File: config.mk
export PLATFORM = sky130hd
export DESIGN_NAME = time_sorted_job_queue
export DESIGN_NICKNAME = d
export VERILOG_FILES = /design/src/tsjq_pkg.sv /design/src/time_sorted_job_queue.sv
export SDC_FILE = /design/constraint.sdc
export NUM_CORES = 2
export LEC_CHECK = 0
export ABC_AREA = 0
export BUFFER_PORTS_ARGS = -buffer_cell sky130_fd_sc_hd__buf_2
export CAP_MARGIN = 20
export CELL_PAD_IN_SITES_DETAIL_PLACEMENT = 1
export CELL_PAD_IN_SITES_GLOBAL_PLACEMENT = 1
export CORE_UTILIZATION = 44
export DETAILED_ROUTE_END_ITERATION = 12
export PLACE_DENSITY_LB_ADDON = 0.05
export SYNTH_ARGS = -nofsm -noshare
export SYNTH_HDL_FRONTEND = slang
export SYNTH_SLANG_ARGS = --single-unit
File: constraint.sdc
create_clock -name clock -period 7.8 [get_ports clock]
set_clock_uncertainty 0.2 [all_clocks]
set_input_delay 1.95 -clock clock [delete_from_list [all_inputs] [get_ports clock]]
set_output_delay 1.95 -clock clock [all_outputs]
set_load 0.005 [all_outputs]
File: src/tsjq_pkg.sv
package tsjq_pkg;

   // Default number of entries the queue can hold.
   localparam int TSJQ_DEPTH = 16;

   // Request operation codes.
   localparam logic [1:0] FUNC_INSERT = 2'd0;
   localparam logic [1:0] FUNC_REMOVE = 2'd1;
   localparam logic [1:0] FUNC_FIND   = 2'd2;
   localparam logic [1:0] FUNC_LIST   = 2'd3;

   // Response status codes.
   localparam logic [1:0] STATUS_OK       = 2'd0;
   localparam logic [1:0] STATUS_EMPTY    = 2'd1;
   localparam logic [1:0] STATUS_FULL     = 2'd2;
   localparam logic [1:0] STATUS_NOTFOUND = 2'd3;

   typedef struct packed {
      logic [1:0]  func;
      logic [21:0] pid;
      logic [31:0] run_time;
      logic [15:0] command_tag;
   } req_type;

   typedef struct packed {
      logic [1:0]  status;
      logic [21:0] out_pid;
      logic [31:0] out_run_time;
      logic [15:0] out_command_tag;
      logic        is_last;
   } rsp_type;

   typedef struct packed {
      logic [31:0] run_time;
      logic [21:0] pid;
      logic [15:0] command_tag;
   } entry_type;

   typedef enum logic [2:0] {
      ST_IDLE,
      ST_INS_WALK,
      ST_INS_PUT,
      ST_REM_OUT,
      ST_FIND_WALK,
      ST_LIST_OUT,
      ST_RESP
   } state_type;

endpackage

File: src/time_sorted_job_queue.sv
// Shortest-time-first job queue. Up to DEPTH entries (run time, process id, command tag)
// are kept in one single-port-read, single-port-write memory as a circular list in
// ascending order of run time; entries with equal run times leave in arrival order.
// Requests are taken one at a time: a new request transfer is taken only when the
// previous one has finished its walk, although its last response may still be waiting
// in the output register. The memory returns one entry per cycle. An insert walks back
// from the last entry, moving up each entry with a larger run time to make room, then
// writes the new entry into the freed slot; remove-head returns the head entry; find
// examines entries from the head until a process id matches or none are left; list
// returns every entry from the head, each waiting for the response side to take the
// previous one. A full insert, a remove or list on an empty queue and a find on an empty
// queue go straight to the response. Any cycle that hands a response to the output
// register also waits while that register still holds a response the receiver has not
// taken. Removing the head only advances the head pointer, so it never moves the other
// entries. The response carries is_last on the final transfer of each request; only a
// list on a non-empty queue gives more than one response.
module time_sorted_job_queue #(
   parameter int DEPTH = tsjq_pkg::TSJQ_DEPTH
) (
   input  logic              clock,
   input  logic              reset,
   input  logic              req_valid,
   output logic              req_ready,
   input  tsjq_pkg::req_type req_data,
   output logic              rsp_valid,
   input  logic              rsp_ready,
   output tsjq_pkg::rsp_type rsp_data
);
   import tsjq_pkg::*;

   localparam int AW = (DEPTH > 1) ? $clog2(DEPTH) : 1;  // memory address width
   localparam int CW = $clog2(DEPTH + 1);                // entry count width
   localparam int SW = CW + 1;                           // head plus count

   // Pointers wrap at DEPTH, which need not be a power of two.
   function automatic logic [AW-1:0] ptr_inc(input logic [AW-1:0] p);
      ptr_inc = (p == AW'(DEPTH - 1)) ? '0 : p + 1'b1;
   endfunction

   function automatic logic [AW-1:0] ptr_dec(input logic [AW-1:0] p);
      ptr_dec = (p == '0) ? AW'(DEPTH - 1) : p - 1'b1;
   endfunction

   state_type       state_ff, state_in;
   logic [AW-1:0]   head_ff, head_in;
   logic [CW-1:0]   count_ff, count_in;
   logic [CW-1:0]   rem_ff, rem_in;
   logic [AW-1:0]   rdptr_ff, rdptr_in;
   logic [AW-1:0]   wrptr_ff, wrptr_in;
   req_type         req_ff, req_in;
   rsp_type         resp_ff, resp_in;
   logic            rsp_valid_ff, rsp_valid_in;
   rsp_type         rsp_data_ff, rsp_data_in;

   entry_type       mem_ram [DEPTH];
   entry_type       rd_data_ff;
   logic            mem_we;
   logic [AW-1:0]   mem_waddr;
   entry_type       mem_wdata;
   logic            mem_re;
   logic [AW-1:0]   mem_raddr;

   logic            req_accept;
   logic            out_free;
   logic            rem_last;
   logic            count_zero;
   logic            count_full;
   logic [SW-1:0]   tail_sum;
   logic [SW-1:0]   tail_wrap;
   logic [AW-1:0]   tail_ptr;
   entry_type       new_entry;
   logic            walk_moves;
   logic            find_match;

   assign req_ready  = (state_ff == ST_IDLE);
   assign req_accept = req_valid && req_ready;
   assign out_free   = !rsp_valid_ff || rsp_ready;
   assign rem_last   = (rem_ff == CW'(1));
   assign count_zero = (count_ff == '0);
   assign count_full = (count_ff == CW'(DEPTH));

   // First free slot after the last entry.
   assign tail_sum  = SW'(head_ff) + SW'(count_ff);
   assign tail_wrap = (tail_sum >= SW'(DEPTH)) ? tail_sum - SW'(DEPTH) : tail_sum;
   assign tail_ptr  = tail_wrap[AW-1:0];

   assign new_entry  = '{run_time: req_ff.run_time, pid: req_ff.pid,
                         command_tag: req_ff.command_tag};
   // An entry with a larger run time moves up one place to make room.
   assign walk_moves = (rd_data_ff.run_time > req_ff.run_time);
   assign find_match = (rd_data_ff.pid == req_ff.pid);

   // Next state.
   always_comb begin
      state_in = state_ff;
      case (state_ff)
         ST_IDLE: begin
            if (req_accept) begin
               case (req_data.func)
                  FUNC_INSERT: begin
                     if (count_full) begin
                        state_in = ST_RESP;
                     end else if (count_zero) begin
                        state_in = ST_INS_PUT;
                     end else begin
                        state_in = ST_INS_WALK;
                     end
                  end
                  FUNC_REMOVE: state_in = count_zero ? ST_RESP : ST_REM_OUT;
                  FUNC_FIND:   state_in = count_zero ? ST_RESP : ST_FIND_WALK;
                  FUNC_LIST:   state_in = count_zero ? ST_RESP : ST_LIST_OUT;
                  default:     state_in = ST_IDLE;
               endcase
            end
         end
         ST_INS_WALK: begin
            if (!walk_moves) begin
               state_in = ST_RESP;
            end else if (rem_last) begin
               state_in = ST_INS_PUT;
            end
         end
         ST_INS_PUT: state_in = ST_RESP;
         ST_REM_OUT: begin
            if (out_free) begin
               state_in = ST_IDLE;
            end
         end
         ST_FIND_WALK: begin
            if (find_match || rem_last) begin
               state_in = ST_RESP;
            end
         end
         ST_LIST_OUT: begin
            if (out_free && rem_last) begin
               state_in = ST_IDLE;
            end
         end
         ST_RESP: begin
            if (out_free) begin
               state_in = ST_IDLE;
            end
         end
         default: state_in = ST_IDLE;
      endcase
   end

   // Datapath and memory controls.
   always_comb begin
      head_in      = head_ff;
      count_in     = count_ff;
      rem_in       = rem_ff;
      rdptr_in     = rdptr_ff;
      wrptr_in     = wrptr_ff;
      req_in       = req_ff;
      resp_in      = resp_ff;
      rsp_valid_in = rsp_valid_ff && !rsp_ready;
      rsp_data_in  = rsp_data_ff;
      mem_we       = 1'b0;
      mem_waddr    = wrptr_ff;
      mem_wdata    = new_entry;
      mem_re       = 1'b0;
      mem_raddr    = rdptr_ff;
      case (state_ff)
         ST_IDLE: begin
            if (req_accept) begin
               req_in  = req_data;
               rem_in  = count_ff;
               resp_in = '{status: STATUS_OK, out_pid: '0, out_run_time: '0,
                           out_command_tag: '0, is_last: 1'b1};
               case (req_data.func)
                  FUNC_INSERT: begin
                     if (count_full) begin
                        resp_in.status = STATUS_FULL;
                     end else begin
                        // An accepted insert echoes the new entry.
                        resp_in.out_pid         = req_data.pid;
                        resp_in.out_run_time    = req_data.run_time;
                        resp_in.out_command_tag = req_data.command_tag;
                        wrptr_in  = tail_ptr;
                        rdptr_in  = ptr_dec(tail_ptr);
                        mem_re    = !count_zero;
                        mem_raddr = ptr_dec(tail_ptr);
                     end
                  end
                  FUNC_REMOVE, FUNC_LIST: begin
                     resp_in.status = STATUS_EMPTY;
                     rdptr_in  = head_ff;
                     mem_re    = !count_zero;
                     mem_raddr = head_ff;
                  end
                  FUNC_FIND: begin
                     resp_in.status = STATUS_NOTFOUND;
                     rdptr_in  = head_ff;
                     mem_re    = !count_zero;
                     mem_raddr = head_ff;
                  end
                  default: begin
                     resp_in.status = STATUS_OK;
                  end
               endcase
            end
         end
         ST_INS_WALK: begin
            mem_we = 1'b1;
            if (walk_moves) begin
               mem_wdata = rd_data_ff;
               wrptr_in  = rdptr_ff;
               if (!rem_last) begin
                  rdptr_in  = ptr_dec(rdptr_ff);
                  rem_in    = rem_ff - 1'b1;
                  mem_re    = 1'b1;
                  mem_raddr = ptr_dec(rdptr_ff);
               end
            end else begin
               count_in = count_ff + 1'b1;
            end
         end
         ST_INS_PUT: begin
            mem_we   = 1'b1;
            count_in = count_ff + 1'b1;
         end
         ST_REM_OUT: begin
            if (out_free) begin
               rsp_valid_in = 1'b1;
               rsp_data_in  = '{status: STATUS_OK, out_pid: rd_data_ff.pid,
                                out_run_time: rd_data_ff.run_time,
                                out_command_tag: rd_data_ff.command_tag, is_last: 1'b1};
               head_in  = ptr_inc(head_ff);
               count_in = count_ff - 1'b1;
            end
         end
         ST_FIND_WALK: begin
            if (find_match) begin
               resp_in = '{status: STATUS_OK, out_pid: rd_data_ff.pid,
                           out_run_time: rd_data_ff.run_time,
                           out_command_tag: rd_data_ff.command_tag, is_last: 1'b1};
            end else if (!rem_last) begin
               rdptr_in  = ptr_inc(rdptr_ff);
               rem_in    = rem_ff - 1'b1;
               mem_re    = 1'b1;
               mem_raddr = ptr_inc(rdptr_ff);
            end
         end
         ST_LIST_OUT: begin
            // The read data register holds while the response side stalls.
            if (out_free) begin
               rsp_valid_in = 1'b1;
               rsp_data_in  = '{status: STATUS_OK, out_pid: rd_data_ff.pid,
                                out_run_time: rd_data_ff.run_time,
                                out_command_tag: rd_data_ff.command_tag,
                                is_last: rem_last};
               if (!rem_last) begin
                  rdptr_in  = ptr_inc(rdptr_ff);
                  rem_in    = rem_ff - 1'b1;
                  mem_re    = 1'b1;
                  mem_raddr = ptr_inc(rdptr_ff);
               end
            end
         end
         ST_RESP: begin
            if (out_free) begin
               rsp_valid_in = 1'b1;
               rsp_data_in  = resp_ff;
            end
         end
         default: begin
            rsp_valid_in = rsp_valid_ff && !rsp_ready;
         end
      endcase
   end

   always_ff @(posedge clock) begin
      if (reset) begin
         state_ff     <= ST_IDLE;
         head_ff      <= '0;
         count_ff     <= '0;
         rem_ff       <= '0;
         rsp_valid_ff <= 1'b0;
      end else begin
         state_ff     <= state_in;
         head_ff      <= head_in;
         count_ff     <= count_in;
         rem_ff       <= rem_in;
         rsp_valid_ff <= rsp_valid_in;
      end
   end

   always_ff @(posedge clock) begin
      rdptr_ff    <= rdptr_in;
      wrptr_ff    <= wrptr_in;
      req_ff      <= req_in;
      resp_ff     <= resp_in;
      rsp_data_ff <= rsp_data_in;
   end

   // Entry memory: one write and one registered read per cycle.
   always_ff @(posedge clock) begin
      if (mem_we) begin
         mem_ram[mem_waddr] <= mem_wdata;
      end
      if (mem_re) begin
         rd_data_ff <= mem_ram[mem_raddr];
      end
   end

   assign rsp_valid = rsp_valid_ff;
   assign rsp_data  = rsp_data_ff;

`ifndef SYNTHESIS
   a_count_bound: assert property (@(posedge clock) disable iff (reset)
      count_ff <= CW'(DEPTH))
      else $error("entry count beyond capacity");

   a_walk_no_overlap: assert property (@(posedge clock) disable iff (reset)
      (state_ff == ST_INS_WALK && mem_we && mem_re) |-> (mem_waddr != mem_raddr))
      else $error("insert walk reads the slot it writes");

   a_walk_rem: assert property (@(posedge clock) disable iff (reset)
      (state_ff == ST_INS_WALK || state_ff == ST_FIND_WALK || state_ff == ST_LIST_OUT)
      |-> (rem_ff != '0))
      else $error("walk running with no entries left");

   a_remove_count: assert property (@(posedge clock) disable iff (reset)
      (state_ff == ST_REM_OUT && out_free) |=> (count_ff == $past(count_ff) - 1'b1))
      else $error("remove did not drop one entry");

   a_partial_list: assert property (@(posedge clock) disable iff (reset)
      (rsp_valid_ff && !rsp_data_ff.is_last) |-> (state_ff == ST_LIST_OUT))
      else $error("non-final response outside a list");
`endif

endmodule
==> impl_metrics.toml <==
[run_status]
status = "completed"

[floorplan]
row_count = 133
initial_core_util = 0.444
ios = 151
die_area_um2 = 134000
die_w_um = 366
die_h_um = 366
core-area_um2 = 132000

[worst_setup_path]
crit_family = "simple AND/OR/NAND/NOR gates"
crit_type = "flip-flop to flip-flop"
crit_chain = "xor2_1 -> nor4_1 -> nand4_1 -> o2111ai_2 -> o31a_1 -> o21ai_0 -> o2111ai_1 -> and2_4 -> buf_12 -> o211ai_1 -> nand4_1"
worstPathRequired_ns = 8.23
max_stage_delay_ns = 0.88
r2r_start = "rd_data_ff[26]$_DFFE_PP_"
reg2regPathDepth = 11
cp-start-kind = "flip-flop"
crit_path_frequent_cell = "nand4_1"
critPathArrivalTime_ns = 5.77
cp_max_fo = 41
r2r-end = "rd_data_ff[33]$_DFFE_PP_"
path_buf_inv = 1
worst_setup_path_end_kind = "flip-flop"
r2r_setup_slack_ns = 2.47
slowest_stage = "and2_4"

[synth]
synth_top_cell_by_area = "edfxtp_1"
synth_area_um2 = 58400
syn_avg_cell_area_um2 = 16.3
synth_edf_count = 1409
yosys_warnings = 0
synth_cells = 3591
ys_seq_elements = 1431
async_flop_share = 0
ys_top_cells_by_area = "edfxtp_1 (72%), mux2_2 (8.1%), mux2i_1 (4.9%), o211ai_1 (3.6%), nand2_1 (2.9%)"
syn_nets = 3713
ys_top_cells_by_count = "edfxtp_1 (1409), nand2_1 (456), mux2_2 (419), mux2i_1 (284), o211ai_1 (284)"
synthMostInstantiatedCell = "edfxtp_1"
ys_types = 60
synth_flop_cell = "edfxtp_1"
seq_area_frac_synth = 0.732
synth_top_area_frac = 0.724

[timing]
setup_violations = 0
fin_crit_ns = 5.33
slew_violations = 0
tightestPinTransition_ns = 1.17
period_share = 0.684
worst_hold_slack_ns = 0.343
fmax_ghz = 0.187
slew_headroom = 0.222
rsz0062_at_grt = "no"
setup-tns-final_ns = 0
hold_viol = 0

[layout]
fin_nets = 3884
num_antenna_cells = 0
drive_above_1_share = 0.226
area_delta_synth_final_pct = 13.3
fill_cells = 12400

[power_and_ir_drop]
peakVddDrop_mv = 0.381
power_density_nw_per_um2 = 383
p_leak_nw = 21.3

[global_routing]
grt_antenna_before_repair = 3
grt_overflow = 0
first_global_vias = 33800
grt_pass1_wl_mm = 234
track_usage = 0.238
grt_max_degree = 141

[clocking]
cts_root_buffer = "clkbuf_16"
cts_made_buffers = 157
clock_latency_ns = 0.79
cts_max_path_buffers = 3
cts_sinks = 1431
cts_setup_buffers = 0
clk_pin_slew_ns = 0.06
tritoncts = "built"
cts_resized = 0
postCtsHoldBufs = 0
htreeDepth = 4

[drt]
drcViolationCount = 0
drt-total-wl_mm = 159
ant_nets = 0
detail_route.wl_per_cell_um = 28.3
drt_iter0_drc = 2567
vias_per_cell = 5.71
vias = 32200
dr.pass1.iters = 7

[worst_hold_path]
hp-class = "flip-flop to flip-flop"
hold_end = "rem_ff[4]$_SDFFE_PP0P_"
min_from = "rem_ff[4]$_SDFFE_PP0P_"
min_path_cells = 2

[job]
drv_cap = 0

[placed_design]
portBuffers = 150
hpwl_mm = 85.2
gp_congestion = 0.781
==> placed cells by master (no fill, tap or decap), drive strengths merged, types with 10 or more instances in the layout <==
cell type,n
ha,44
nand3,11
o21ai,99
or3,10
a21oi,40
xnor2,12
o211ai,284
edfxtp,1409
buf,215
clkinv,70
inv,50
dfxtp,22
xor2,21
nor2,57
mux2i,284
mux2,419
nand4,81
nand2,456
clkbuf,202
==> report_power, final <==
group	switching [W]	internal (W)	total (W)
Sequential	0.000566	0.00997	0.0105
Clock	0.00295	0.00413	0.00708
Combinational	0.00493	0.00277	0.00771
==> cell type report <==
class                      instances  area (um2)  area share
sequential                      1431       42800       0.646
inverter                          50         190     0.00287
multi-input combinational       1907       14700       0.222
clock inverter                    79         579     0.00875
clock buffer                     202        4300      0.0650
tap                             1755        2200      0.0332
timing repair buffer             215        1440      0.0217
==> cells by family after synthesis <==
family / share of synthesized area
AO/OA/AOI/OAI: 0.0544
AND/OR/NAND/NOR: 0.0492
XOR/XNOR: 0.00495
flip-flops: 0.732
buffers and inverters: 0.0202
adder cells (fa/ha/maj): 0.0101
multiplexers: 0.129
==> per-layer routing <==
layer | GRT usage | vias up | wire [um] | part of all wire
met5 | 0 | - | 0 | 0
met2 | 0.385 | 685 | 76100 | 0.48
met3 | 0.0370 | 193 | 6900 | 0.043
li1 | - | 14300 | - | -
met4 | 0.0610 | 0 | 3120 | 0.020
met1 | 0.337 | 17000 | 73300 | 0.46
==> worst max-delay path by stage <==
stage	slack (ns)	depth (start not counted)	end	from
after CTS	2.45	11	rd_data_ff[33]$_DFFE_PP_	rd_data_ff[26]$_DFFE_PP_
after global routing	2.18	11	rd_data_ff[28]$_DFFE_PP_	rd_data_ff[26]$_DFFE_PP_
after global placement	2.11	11	rd_data_ff[25]$_DFFE_PP_	req_data[71]
after detailed placement	2.02	11	rd_data_ff[25]$_DFFE_PP_	req_data[71]
final	2.47	11	rd_data_ff[33]$_DFFE_PP_	rd_data_ff[26]$_DFFE_PP_
after floorplan	0.48	5	resp_ff[10]$_DFFE_PP_	rd_data_ff[26]$_DFFE_PP_
==> flip-flops by register name, summed over array words and instances (netlist names), 5 cells and up <==
register / count
rem_ff: 5
rd_data_ff: 70
rsp_data: 73
count_ff: 5
mem_ram: 1120
resp_ff: 72
new_entry: 70
==> metrics by stage <==
step	instance area [um2]	setup slack, ns	util	cells	power, W
detailed placement	61300	2.02	0.466	5358	0.0185
global placement	61300	2.11	0.466	5358	0.0182
CTS	66200	2.45	0.503	5639	0.0256
finish	66200	2.47	0.503	5639	0.0253
floorplan	58400	0.480	-	3591	0.0159
global route	66200	2.18	0.503	5639	0.0265
==> worst reg2reg max path, cell delays in order, from the launching register on <==
cell       delay (ns)
edfxtp_1         0.45
xor2_1           0.23
nor4_1           0.65
nand4_1          0.73
o2111ai_2        0.62
o31a_1           0.27
o21ai_0          0.11
o2111ai_1        0.33
and2_4           0.88
buf_12           0.41
o211ai_1         0.17
nand4_1          0.14
Power figures use the tool's default switching activity.
